### config.mk
export PLATFORM = sky130hd
export DESIGN_NAME = mobius_mertens_accumulator_flat
export DESIGN_NICKNAME = d
export VERILOG_FILES = /design/src/rtl/core/mma_pkg.sv /design/src/rtl/core/mma_req_if.sv /design/src/rtl/core/mma_rsp_if.sv /design/src/rtl/core/mma_div.sv /design/src/rtl/core/mma_factor.sv /design/src/rtl/core/mobius_mertens_accumulator.sv /design/src/flat_wrapper.sv
export SDC_FILE = /design/constraint.sdc
export NUM_CORES = 1
export LEC_CHECK = 0
export BUFFER_PORTS_ARGS = -buffer_cell sky130_fd_sc_hd__buf_2
export CAP_MARGIN = 25
export CORE_ASPECT_RATIO = 0.6
export CORE_MARGIN = 2
export CORE_UTILIZATION = 47
export CTS_BUF_LIST = sky130_fd_sc_hd__clkbuf_4
export DETAILED_ROUTE_END_ITERATION = 10
export GPL_ROUTABILITY_DRIVEN = 0
export SYNTH_ARGS = -nofsm -noshare
export SYNTH_HDL_FRONTEND = slang
export SYNTH_HIERARCHICAL = 1
export SYNTH_SLANG_ARGS = --single-unit
### constraint.sdc
create_clock -name clock -period 4.94 [get_ports clock]
set_input_delay 0.247 -clock clock [delete_from_list [all_inputs] [get_ports clock]]
set_output_delay 0.247 -clock clock [all_outputs]
set_load 0.03 [all_outputs]
### src/rtl/core/mma_pkg.sv
// ----------------------------------------------------------------------------
// mma_pkg
// Shared widths, register codes, reset values and types of the Mobius and
// Mertens accumulator.
// ----------------------------------------------------------------------------
package mma_pkg;

   localparam int NUMBER_WIDTH_DEFAULT = 16;

   localparam int WINDOW_WIDTH = 16;
   localparam int SUM_WIDTH    = 16;
   localparam int COUNT_WIDTH  = 16;
   localparam int MOBIUS_WIDTH = 2;
   localparam int FACTOR_COUNT_WIDTH = 5;

   localparam int CSR_INDEX_WIDTH = 1;
   localparam int CSR_DATA_WIDTH  = 16;

   localparam logic [CSR_INDEX_WIDTH-1:0] REG_WINDOW_LOW  = 1'd0;
   localparam logic [CSR_INDEX_WIDTH-1:0] REG_WINDOW_HIGH = 1'd1;

   localparam logic [WINDOW_WIDTH-1:0] WINDOW_LOW_RESET  = 16'd9991;
   localparam logic [WINDOW_WIDTH-1:0] WINDOW_HIGH_RESET = 16'd10009;

   localparam logic signed [SUM_WIDTH-1:0] SUM_MAX = 16'sh7FFF;
   localparam logic signed [SUM_WIDTH-1:0] SUM_MIN = 16'sh8000;

   typedef logic signed [MOBIUS_WIDTH-1:0] mobius_type;

   localparam mobius_type MOBIUS_ZERO  = 2'sb00;
   localparam mobius_type MOBIUS_PLUS  = 2'sb01;
   localparam mobius_type MOBIUS_MINUS = 2'sb11;

   typedef struct packed {
      logic       valid;
      mobius_type mobius;
   } factor_rsp_type;

endpackage

### src/rtl/core/mma_req_if.sv
// ----------------------------------------------------------------------------
// mma_req_if
// Input channel: one number to classify and its restart flag per item.
// ----------------------------------------------------------------------------
interface mma_req_if import mma_pkg::*; #(
   parameter int NUMBER_WIDTH = NUMBER_WIDTH_DEFAULT
) ();

   logic                    valid;
   logic                    ready;
   logic [NUMBER_WIDTH-1:0] number;
   logic                    restart;

   modport source (output valid, output number, output restart, input ready);
   modport sink (input valid, input number, input restart, output ready);

endinterface

### src/rtl/core/mma_rsp_if.sv
// ----------------------------------------------------------------------------
// mma_rsp_if
// Result channel: the Mobius value, running sum and zero count per item.
// ----------------------------------------------------------------------------
interface mma_rsp_if import mma_pkg::*; #(
   parameter int NUMBER_WIDTH = NUMBER_WIDTH_DEFAULT
) ();

   logic                          valid;
   logic                          ready;
   logic [NUMBER_WIDTH-1:0]       echo_number;
   mobius_type                    mobius_value;
   logic signed [SUM_WIDTH-1:0]   mertens_sum;
   logic [COUNT_WIDTH-1:0]        zero_points;
   logic                          in_window;

   modport source (output valid, output echo_number, output mobius_value,
                   output mertens_sum, output zero_points, output in_window,
                   input ready);
   modport sink (input valid, input echo_number, input mobius_value,
                 input mertens_sum, input zero_points, input in_window,
                 output ready);

endinterface

### src/rtl/core/mma_div.sv
// ----------------------------------------------------------------------------
// mma_div
// Restoring divider that produces one quotient bit per cycle and is shared
// by every trial division of the factoring sequencer.
// ----------------------------------------------------------------------------
module mma_div import mma_pkg::*; #(
   parameter int NUMBER_WIDTH = NUMBER_WIDTH_DEFAULT
) (
   input  logic                    clock,
   input  logic                    reset,
   input  logic                    start,
   input  logic [NUMBER_WIDTH-1:0] dividend,
   input  logic [NUMBER_WIDTH-1:0] divisor,
   output logic                    done,
   output logic [NUMBER_WIDTH-1:0] quotient,
   output logic [NUMBER_WIDTH-1:0] remainder
);

   localparam int STEP_WIDTH = $clog2(NUMBER_WIDTH);
   localparam logic [STEP_WIDTH-1:0] LAST_STEP = STEP_WIDTH'(NUMBER_WIDTH - 1);

   logic                    busy_ff, busy_in;
   logic                    done_ff, done_in;
   logic [STEP_WIDTH-1:0]   step_ff, step_in;
   logic [NUMBER_WIDTH-1:0] rem_ff, rem_in;
   logic [NUMBER_WIDTH-1:0] quot_ff, quot_in;
   logic [NUMBER_WIDTH-1:0] dvsr_ff, dvsr_in;
   logic [NUMBER_WIDTH:0]   shifted;
   logic [NUMBER_WIDTH:0]   diff;

   assign shifted = {rem_ff, quot_ff[NUMBER_WIDTH-1]};
   assign diff    = shifted - {1'b0, dvsr_ff};

   always_comb begin
      busy_in = busy_ff;
      done_in = 1'b0;
      step_in = step_ff;
      rem_in  = rem_ff;
      quot_in = quot_ff;
      dvsr_in = dvsr_ff;
      if (start) begin
         busy_in = 1'b1;
         step_in = LAST_STEP;
         rem_in  = '0;
         quot_in = dividend;
         dvsr_in = divisor;
      end else if (busy_ff) begin
         if (diff[NUMBER_WIDTH]) begin
            rem_in  = shifted[NUMBER_WIDTH-1:0];
            quot_in = {quot_ff[NUMBER_WIDTH-2:0], 1'b0};
         end else begin
            rem_in  = diff[NUMBER_WIDTH-1:0];
            quot_in = {quot_ff[NUMBER_WIDTH-2:0], 1'b1};
         end
         if (step_ff == '0) begin
            busy_in = 1'b0;
            done_in = 1'b1;
         end else begin
            step_in = step_ff - 1'b1;
         end
      end
   end

   always_ff @(posedge clock) begin
      if (reset) begin
         busy_ff <= 1'b0;
         done_ff <= 1'b0;
      end else begin
         busy_ff <= busy_in;
         done_ff <= done_in;
      end
      step_ff <= step_in;
      rem_ff  <= rem_in;
      quot_ff <= quot_in;
      dvsr_ff <= dvsr_in;
   end

   assign done      = done_ff;
   assign quotient  = quot_ff;
   assign remainder = rem_ff;

endmodule

### src/rtl/core/mma_factor.sv
// ----------------------------------------------------------------------------
// mma_factor
// Trial division sequencer: walks divisors from two upward through the
// shared divider and yields the Mobius value of one number.
// ----------------------------------------------------------------------------
module mma_factor import mma_pkg::*; #(
   parameter int NUMBER_WIDTH = NUMBER_WIDTH_DEFAULT
) (
   input  logic                    clock,
   input  logic                    reset,
   input  logic                    start,
   input  logic [NUMBER_WIDTH-1:0] number,
   input  logic                    ack,
   output factor_rsp_type          rsp
);

   localparam logic [1:0] S_IDLE = 2'd0;
   localparam logic [1:0] S_DIV1 = 2'd1;
   localparam logic [1:0] S_DIV2 = 2'd2;
   localparam logic [1:0] S_DONE = 2'd3;

   localparam logic [NUMBER_WIDTH-1:0] FIRST_DIVISOR = NUMBER_WIDTH'(2);
   localparam logic [NUMBER_WIDTH-1:0] ONE = NUMBER_WIDTH'(1);

   logic [1:0]                    state_ff, state_in;
   logic [NUMBER_WIDTH-1:0]       trial_divisor_ff, trial_divisor_in;
   logic [NUMBER_WIDTH-1:0]       remaining_value_ff, remaining_value_in;
   logic [FACTOR_COUNT_WIDTH-1:0] prime_factor_count_ff, prime_factor_count_in;
   logic                          square_found_ff, square_found_in;
   mobius_type                    mobius_ff, mobius_in;

   logic                    div_start;
   logic [NUMBER_WIDTH-1:0] div_dividend;
   logic [NUMBER_WIDTH-1:0] div_divisor;
   logic                    div_done;
   logic [NUMBER_WIDTH-1:0] div_quotient;
   logic [NUMBER_WIDTH-1:0] div_remainder;

   logic [NUMBER_WIDTH-1:0]       next_divisor;
   logic [FACTOR_COUNT_WIDTH-1:0] final_count;

   mma_div #(
      .NUMBER_WIDTH(NUMBER_WIDTH)
   ) u_div (
      .clock     (clock),
      .reset     (reset),
      .start     (div_start),
      .dividend  (div_dividend),
      .divisor   (div_divisor),
      .done      (div_done),
      .quotient  (div_quotient),
      .remainder (div_remainder)
   );

   assign next_divisor = trial_divisor_ff + 1'b1;
   assign final_count  = (remaining_value_ff > ONE) ? prime_factor_count_ff + 1'b1
                                                    : prime_factor_count_ff;

   always_comb begin
      state_in              = state_ff;
      trial_divisor_in      = trial_divisor_ff;
      remaining_value_in    = remaining_value_ff;
      prime_factor_count_in = prime_factor_count_ff;
      square_found_in       = square_found_ff;
      mobius_in             = mobius_ff;
      div_start             = 1'b0;
      div_dividend          = remaining_value_ff;
      div_divisor           = trial_divisor_ff;
      case (state_ff)
         S_IDLE: begin
            if (start) begin
               trial_divisor_in      = FIRST_DIVISOR;
               remaining_value_in    = number;
               prime_factor_count_in = '0;
               square_found_in       = 1'b0;
               if (number == '0) begin
                  square_found_in = 1'b1;
                  mobius_in       = MOBIUS_ZERO;
                  state_in        = S_DONE;
               end else begin
                  div_start    = 1'b1;
                  div_dividend = number;
                  div_divisor  = FIRST_DIVISOR;
                  state_in     = S_DIV1;
               end
            end
         end
         S_DIV1: begin
            if (div_done) begin
               if (div_quotient < trial_divisor_ff) begin
                  // The divisor has passed the square root of what is left.
                  prime_factor_count_in = final_count;
                  if (remaining_value_ff > ONE) begin
                     remaining_value_in = ONE;
                  end
                  mobius_in = final_count[0] ? MOBIUS_MINUS : MOBIUS_PLUS;
                  state_in  = S_DONE;
               end else if (div_remainder == '0) begin
                  remaining_value_in = div_quotient;
                  div_start          = 1'b1;
                  div_dividend       = div_quotient;
                  state_in           = S_DIV2;
               end else begin
                  trial_divisor_in = next_divisor;
                  div_start        = 1'b1;
                  div_divisor      = next_divisor;
               end
            end
         end
         S_DIV2: begin
            if (div_done) begin
               if (div_remainder == '0) begin
                  square_found_in = 1'b1;
                  mobius_in       = MOBIUS_ZERO;
                  state_in        = S_DONE;
               end else begin
                  prime_factor_count_in = prime_factor_count_ff + 1'b1;
                  trial_divisor_in      = next_divisor;
                  div_start             = 1'b1;
                  div_divisor           = next_divisor;
                  state_in              = S_DIV1;
               end
            end
         end
         S_DONE: begin
            if (ack) begin
               state_in = S_IDLE;
            end
         end
         default: begin
            state_in = S_IDLE;
         end
      endcase
   end

   always_ff @(posedge clock) begin
      if (reset) begin
         state_ff              <= S_IDLE;
         trial_divisor_ff      <= FIRST_DIVISOR;
         remaining_value_ff    <= '0;
         prime_factor_count_ff <= '0;
         square_found_ff       <= 1'b0;
      end else begin
         state_ff              <= state_in;
         trial_divisor_ff      <= trial_divisor_in;
         remaining_value_ff    <= remaining_value_in;
         prime_factor_count_ff <= prime_factor_count_in;
         square_found_ff       <= square_found_in;
      end
      mobius_ff <= mobius_in;
   end

   assign rsp.valid  = (state_ff == S_DONE);
   assign rsp.mobius = square_found_ff ? MOBIUS_ZERO : mobius_ff;

endmodule

### src/rtl/core/mobius_mertens_accumulator.sv
// ----------------------------------------------------------------------------
// mobius_mertens_accumulator
// Each item carries one number; the block finds its Mobius value by trial
// division with a shared one-bit-per-cycle divider, adds it to a saturating
// running Mertens sum and counts the items after which that sum is zero. One
// item is taken at a time. A number n needs about sqrt(n) trial divisions
// plus one more for each prime factor found, and zero needs none. A finished
// result waits in the output register while the next item is taken. The
// window registers may be written whenever the block is idle.
// ----------------------------------------------------------------------------
module mobius_mertens_accumulator import mma_pkg::*; #(
   parameter int NUMBER_WIDTH = NUMBER_WIDTH_DEFAULT
) (
   input  logic                       clock,
   input  logic                       reset,
   mma_req_if.sink                    req_chan,
   mma_rsp_if.source                  rsp_chan,
   input  logic                       csr_we,
   input  logic [CSR_INDEX_WIDTH-1:0] csr_index,
   input  logic [CSR_DATA_WIDTH-1:0]  csr_wdata
);

   localparam int CMP_WIDTH = (NUMBER_WIDTH > WINDOW_WIDTH) ? NUMBER_WIDTH : WINDOW_WIDTH;

   logic [WINDOW_WIDTH-1:0]      window_low_ff, window_low_in;
   logic [WINDOW_WIDTH-1:0]      window_high_ff, window_high_in;
   logic                         busy_ff, busy_in;
   logic [NUMBER_WIDTH-1:0]      number_ff;
   logic                         restart_ff;
   logic signed [SUM_WIDTH-1:0]  running_sum_ff, running_sum_in;
   logic [COUNT_WIDTH-1:0]       zero_counter_ff, zero_counter_in;
   logic                         rsp_valid_ff, rsp_valid_in;
   logic [NUMBER_WIDTH-1:0]      rsp_number_ff;
   mobius_type                   rsp_mobius_ff;
   logic                         rsp_window_ff;

   factor_rsp_type               fac_rsp;
   logic                         accept;
   logic                         ack;
   logic signed [SUM_WIDTH-1:0]  base_sum;
   logic [COUNT_WIDTH-1:0]       base_count;
   logic signed [SUM_WIDTH:0]    wide_sum;
   logic signed [SUM_WIDTH-1:0]  new_sum;
   logic [CMP_WIDTH-1:0]         cmp_number;
   logic                         window_hit;

   assign accept = req_chan.valid && req_chan.ready;
   assign ack    = fac_rsp.valid && (!rsp_valid_ff || rsp_chan.ready);

   mma_factor #(
      .NUMBER_WIDTH(NUMBER_WIDTH)
   ) u_factor (
      .clock  (clock),
      .reset  (reset),
      .start  (accept),
      .number (req_chan.number),
      .ack    (ack),
      .rsp    (fac_rsp)
   );

   always_comb begin
      window_low_in  = window_low_ff;
      window_high_in = window_high_ff;
      if (csr_we) begin
         case (csr_index)
            REG_WINDOW_LOW:  window_low_in  = csr_wdata[WINDOW_WIDTH-1:0];
            REG_WINDOW_HIGH: window_high_in = csr_wdata[WINDOW_WIDTH-1:0];
            default: begin
               window_low_in = window_low_ff;
            end
         endcase
      end
   end

   assign base_sum   = restart_ff ? '0 : running_sum_ff;
   assign base_count = restart_ff ? '0 : zero_counter_ff;
   assign wide_sum   = {base_sum[SUM_WIDTH-1], base_sum}
                     + {{(SUM_WIDTH - 1){fac_rsp.mobius[MOBIUS_WIDTH-1]}}, fac_rsp.mobius};

   always_comb begin
      if (wide_sum[SUM_WIDTH] != wide_sum[SUM_WIDTH-1]) begin
         new_sum = wide_sum[SUM_WIDTH] ? SUM_MIN : SUM_MAX;
      end else begin
         new_sum = wide_sum[SUM_WIDTH-1:0];
      end
   end

   assign cmp_number = CMP_WIDTH'(number_ff);
   assign window_hit = (cmp_number >= CMP_WIDTH'(window_low_ff))
                    && (cmp_number <= CMP_WIDTH'(window_high_ff));

   always_comb begin
      busy_in         = busy_ff;
      running_sum_in  = running_sum_ff;
      zero_counter_in = zero_counter_ff;
      rsp_valid_in    = rsp_valid_ff;
      if (rsp_valid_ff && rsp_chan.ready) begin
         rsp_valid_in = 1'b0;
      end
      if (accept) begin
         busy_in = 1'b1;
      end
      if (ack) begin
         busy_in        = 1'b0;
         rsp_valid_in   = 1'b1;
         running_sum_in = new_sum;
         if ((new_sum == '0) && (base_count != '1)) begin
            zero_counter_in = base_count + 1'b1;
         end else begin
            zero_counter_in = base_count;
         end
      end
   end

   always_ff @(posedge clock) begin
      if (reset) begin
         window_low_ff   <= WINDOW_LOW_RESET;
         window_high_ff  <= WINDOW_HIGH_RESET;
         busy_ff         <= 1'b0;
         running_sum_ff  <= '0;
         zero_counter_ff <= '0;
         rsp_valid_ff    <= 1'b0;
      end else begin
         window_low_ff   <= window_low_in;
         window_high_ff  <= window_high_in;
         busy_ff         <= busy_in;
         running_sum_ff  <= running_sum_in;
         zero_counter_ff <= zero_counter_in;
         rsp_valid_ff    <= rsp_valid_in;
      end
      if (accept) begin
         number_ff  <= req_chan.number;
         restart_ff <= req_chan.restart;
      end
      if (ack) begin
         rsp_number_ff <= number_ff;
         rsp_mobius_ff <= fac_rsp.mobius;
         rsp_window_ff <= window_hit;
      end
   end

   assign req_chan.ready        = !busy_ff;
   assign rsp_chan.valid        = rsp_valid_ff;
   assign rsp_chan.echo_number  = rsp_number_ff;
   assign rsp_chan.mobius_value = rsp_mobius_ff;
   assign rsp_chan.mertens_sum  = running_sum_ff;
   assign rsp_chan.zero_points  = zero_counter_ff;
   assign rsp_chan.in_window    = rsp_window_ff;

endmodule

### src/flat_wrapper.sv
// flat-port wrapper written by rule: the top's interface ports become plain ports
module mobius_mertens_accumulator_flat import mma_pkg::*;
#(
   parameter int NUMBER_WIDTH = NUMBER_WIDTH_DEFAULT
)
  (clock, reset, csr_we, csr_index, csr_wdata, req_chan_valid, req_chan_number, req_chan_restart, req_chan_ready, rsp_chan_valid, rsp_chan_echo_number, rsp_chan_mobius_value, rsp_chan_mertens_sum, rsp_chan_zero_points, rsp_chan_in_window, rsp_chan_ready);
  mma_req_if #(.NUMBER_WIDTH(NUMBER_WIDTH)) req_chan_i ();
  mma_rsp_if #(.NUMBER_WIDTH(NUMBER_WIDTH)) rsp_chan_i ();
  input  logic clock;
  input  logic reset;
  input  logic csr_we;
  input  logic [CSR_INDEX_WIDTH-1:0] csr_index;
  input  logic [CSR_DATA_WIDTH-1:0] csr_wdata;
  input wire logic [$bits(req_chan_i.valid)-1:0] req_chan_valid;
  input wire logic [$bits(req_chan_i.number)-1:0] req_chan_number;
  input wire logic [$bits(req_chan_i.restart)-1:0] req_chan_restart;
  output wire logic [$bits(req_chan_i.ready)-1:0] req_chan_ready;
  output wire logic [$bits(rsp_chan_i.valid)-1:0] rsp_chan_valid;
  output wire logic [$bits(rsp_chan_i.echo_number)-1:0] rsp_chan_echo_number;
  output wire logic [$bits(rsp_chan_i.mobius_value)-1:0] rsp_chan_mobius_value;
  output wire logic [$bits(rsp_chan_i.mertens_sum)-1:0] rsp_chan_mertens_sum;
  output wire logic [$bits(rsp_chan_i.zero_points)-1:0] rsp_chan_zero_points;
  output wire logic [$bits(rsp_chan_i.in_window)-1:0] rsp_chan_in_window;
  input wire logic [$bits(rsp_chan_i.ready)-1:0] rsp_chan_ready;
  assign req_chan_i.valid = req_chan_valid;
  assign req_chan_i.number = req_chan_number;
  assign req_chan_i.restart = req_chan_restart;
  assign req_chan_ready = req_chan_i.ready;
  assign rsp_chan_valid = rsp_chan_i.valid;
  assign rsp_chan_echo_number = rsp_chan_i.echo_number;
  assign rsp_chan_mobius_value = rsp_chan_i.mobius_value;
  assign rsp_chan_mertens_sum = rsp_chan_i.mertens_sum;
  assign rsp_chan_zero_points = rsp_chan_i.zero_points;
  assign rsp_chan_in_window = rsp_chan_i.in_window;
  assign rsp_chan_i.ready = rsp_chan_ready;
  mobius_mertens_accumulator #(.NUMBER_WIDTH(NUMBER_WIDTH)) u_core (.clock(clock), .reset(reset), .req_chan(req_chan_i), .rsp_chan(rsp_chan_i), .csr_we(csr_we), .csr_index(csr_index), .csr_wdata(csr_wdata));
endmodule
==> results.sh <==
export IMPL_status="completed"
export IMPL_ys_ff_latch=194
export IMPL_cts_sinks=194
export IMPL_period_share_pct=87.3
export IMPL_place_ws_ns=0.725
export IMPL_ys_warn_count=6
export IMPL_r2r_setup_slack_ns=0.63
export IMPL_die_h_um=129
export IMPL_synth_most_common_cell="nand2_1"
export IMPL_grt_pass1_vias=9816
export IMPL_ir_drop_v=0.000244
export IMPL_cts_hold_buf=36
export IMPL_fin_ws_ns=0.627
export IMPL_area_growth_pct=11.8
export IMPL_initial_core_util_pct=48.1
export IMPL_crit_path_start_kind="flip-flop"
export IMPL_dieArea_um2=27400
export IMPL_clk_pin_slew_ns=0.18
export IMPL_synthTopCellsByArea="dfxtp_1 (20%), edfxtp_1 (17%), ha_1 (8.8%), nand2_1 (5.0%), a21oi_1 (5.0%)"
export IMPL_relSlewSlack_pct=34.4
export IMPL_dp_hpwl_um=25300
export IMPL_finalWirelength_um=34600
export IMPL_crit_end="u_core/rsp_chan.zero_points[15]$_SDFFE_PP0P_"
export IMPL_synth_distinct_cells=94
export IMPL_drive_gt1_share_pct=12.9
export IMPL_arrival_ns=4.86
export IMPL_clock_fmax_mhz=232
export IMPL_routedWlPerCell_um=18.4
export IMPL_worstMarginPinSlew_ns=0.979
export IMPL_clock_latency_ns=0.64
export IMPL_io_pins=92
export IMPL_slew_violations=0
export IMPL_die_w_um=212
export IMPL_power_leakage_nw=5.41
export IMPL_htreeDepth=4
export IMPL_placedCellCount=1814
export IMPL_skew_ns=0.0303
export IMPL_overflow=0
export IMPL_synth_edf_count=70
export IMPL_cts_path_max_buffers=2
export IMPL_synth_commonest_cells="nand2_1 (163), dfxtp_1 (124), a21oi_1 (122), nor2_1 (122), inv_1 (93)"
export IMPL_tns_ns=0
export IMPL_setup_viol=0
export IMPL_period_needed_ns=4.31
export IMPL_vias=11000
export IMPL_power_per_cell_area_nw_per_um2=474
export IMPL_synth_top_area_share_pct=20.3
export IMPL_yosys_most_used_dff="dfxtp_1"
export IMPL_grtUsageTotal_pct=25.8
export IMPL_coreArea_um2=25400
export IMPL_ys_async_sr_fraction_pct=0
export IMPL_row_count=45
export IMPL_n_antenna_cell=0
export IMPL_grt_pass1_wl_um=55300
export IMPL_hold_viol_final=0
export IMPL_placed_area_um2=13000
export IMPL_seq_area_frac_synth_pct=37.5
export IMPL_cts_made_buffers=17
export IMPL_cts_setup_buffers=0
export IMPL_rsz0062_at_grt="no"
export IMPL_path_max_fanout=19
export IMPL_ff2ff_path_depth=12
export IMPL_fin_nets=1644
export IMPL_hold_class="input port to flip-flop"
export IMPL_root_buffer="clkbuf_4"
export IMPL_syn_nets=1551
export IMPL_drtIter0Drc=1151
export IMPL_r2r_end="u_core/rsp_chan.zero_points[15]$_SDFFE_PP0P_"
export IMPL_fin_cells=1882
export IMPL_crit_path_end_kind="flip-flop"
export IMPL_avgSynthCellArea_um2=8.60
export IMPL_grt_max_degree=50
export IMPL_io_buffers=91
export IMPL_dr_pass1_iters=7
export IMPL_cp_startpoint="u_core/restart_ff$_DFFE_PP_"
export IMPL_drc_errors=0
export IMPL_antenna_left=0
export IMPL_synthCells=1424
export IMPL_worstPathRequired_ns=5.48
export IMPL_synth_area_leader_cell="dfxtp_1"
export IMPL_final_area_um2=13700
export IMPL_grt_antenna_before_repair=0
export IMPL_cts_tree="built"
export IMPL_vias_per_cell=5.84
export IMPL_timing_rr_start="u_core/restart_ff$_DFFE_PP_"
export IMPL_syn_area_um2=12200
export IMPL_worst_setup_path_type="flip-flop to flip-flop"
export IMPL_cap_violations=0
export IMPL_cts_resized=0
## worst max-delay path, stage by stage (launching register included)
cell       delay [ns]
edfxtp_1         0.68
buf_4            0.32
nor2b_1          0.08
ha_1             0.40
o21ai_0          0.20
a21oi_1          0.08
o21ba_2          0.21
a211oi_1         0.49
o2111ai_1        0.26
nor4_4           0.66
nand3_1          0.21
nor4_1           0.28
mux2_2           0.37
## through the flow
step | util (%) | total power [mW] | hold slack, ns
2_1_floorplan | - | 4.68 | 0.316
3_3_place_gp | 51.0 | 5.42 | 0.440
3_5_place_dp | 51.1 | 5.44 | 0.447
4_1_cts | 53.8 | 6.43 | 0.0337
5_1_grt | 53.8 | 6.93 | 0.0517
6_report | 53.8 | 6.48 | 0.102
## worst min-delay path by stage
stage	from	end	slack, ns	cells past startpoint
2_1_floorplan	reset	u_core/u_factor/u_div/busy_ff$_SDFF_PP0_	0.32	1
3_3_place_gp	u_core/cmp_number[0]$_DFFE_PP_	u_core/rsp_chan.echo_number[0]$_DFFE_PP_	0.44	0
3_5_place_dp	u_core/window_low_ff[14]$_SDFFE_PP0P_	u_core/window_low_ff[14]$_SDFFE_PP0P_	0.45	2
4_1_cts	csr_we	u_core/window_low_ff[11]$_SDFFE_PP0P_	0.03	4
5_1_grt	csr_we	u_core/window_low_ff[11]$_SDFFE_PP0P_	0.05	4
6_report	csr_we	u_core/window_low_ff[11]$_SDFFE_PP0P_	0.10	4
## cell usage in the layout, fill, tap and decap left out, drive strengths merged, types with 24 or more instances in the layout
cell type,netlist,layout
a211oi,44,44
a21oi,122,122
and2,24,24
buf,24,111
dfxtp,124,124
dlygate4sd3,0,36
edfxtp,70,70
ha,86,86
inv,96,102
nand2,164,164
nand3,31,31
nand4,27,27
nor2,125,125
nor2b,35,35
nor3,40,40
o21ai,60,60
## layout make-up
cell class              instances  area [um2]
repair buffers                147         982
clock inverters                14         189
flip-flops and latches        194        4580
well taps                     352         440
fillers                      2398       11800
inverters                      97         364
multi-input cells            1060        6990
clock buffers                  18         135
## state kept, by name, indices dropped and copies added (netlist names)
name / count
u_core/rsp_chan.mobius_value: 2
u_core/rsp_chan.zero_points: 16
u_core/u_factor/u_div/busy_ff: 1
u_core/rsp_chan.mertens_sum: 16
u_core/cmp_number: 16
u_core/window_low_ff: 16
u_core/u_factor/u_div/done: 1
u_core/u_factor/mobius_ff: 2
u_core/u_factor/trial_divisor_ff: 16
u_core/u_factor/state_ff: 2
u_core/u_factor/square_found_ff: 1
u_core/u_factor/u_div/dvsr_ff: 16
u_core/u_factor/u_div/quotient: 16
u_core/rsp_chan.echo_number: 16
u_core/u_factor/prime_factor_count_ff: 1
u_core/u_factor/u_div/step_ff: 4
u_core/u_factor/remaining_value_ff: 16
u_core/rsp_chan.in_window: 1
u_core/u_factor/u_div/remainder: 16
u_core/rsp_chan.valid: 1
u_core/window_high_ff: 16
u_core/busy_ff: 1
u_core/restart_ff: 1
## logic make-up (layout without fill, tap and decap cells)
group	Yosys count	in the layout	synth area share, %
XOR/XNOR	26	26	2.01
flip-flops	194	194	37.5
adder cells (fa/ha/maj)	96	96	9.77
AND/OR/NAND/NOR	516	516	20.7
multiplexers	30	30	2.63
buffers and inverters	170	276	5.55
AO/OA/AOI/OAI	392	392	21.9
## power by group
| part | total [mW] | switching (mW) | internal, mW |
|---|---|---|---|
| clock | 0.968 | 0.635 | 0.333 |
| sequential | 2.30 | 0.293 | 2.00 |
| combinational | 3.22 | 1.98 | 1.24 |
| total | 6.48 | 2.91 | 3.57 |
## layer usage
metal	global-route usage [%]	vias to the layer above	part of all wire, %
met2	33.8	434	38
met3	5.81	22	8.4
li1	-	5397	-
met1	42.1	5146	52
met4	4.90	0	0.82
met5	0	-	0
Note: power is estimated with default switching activity, not from simulation.
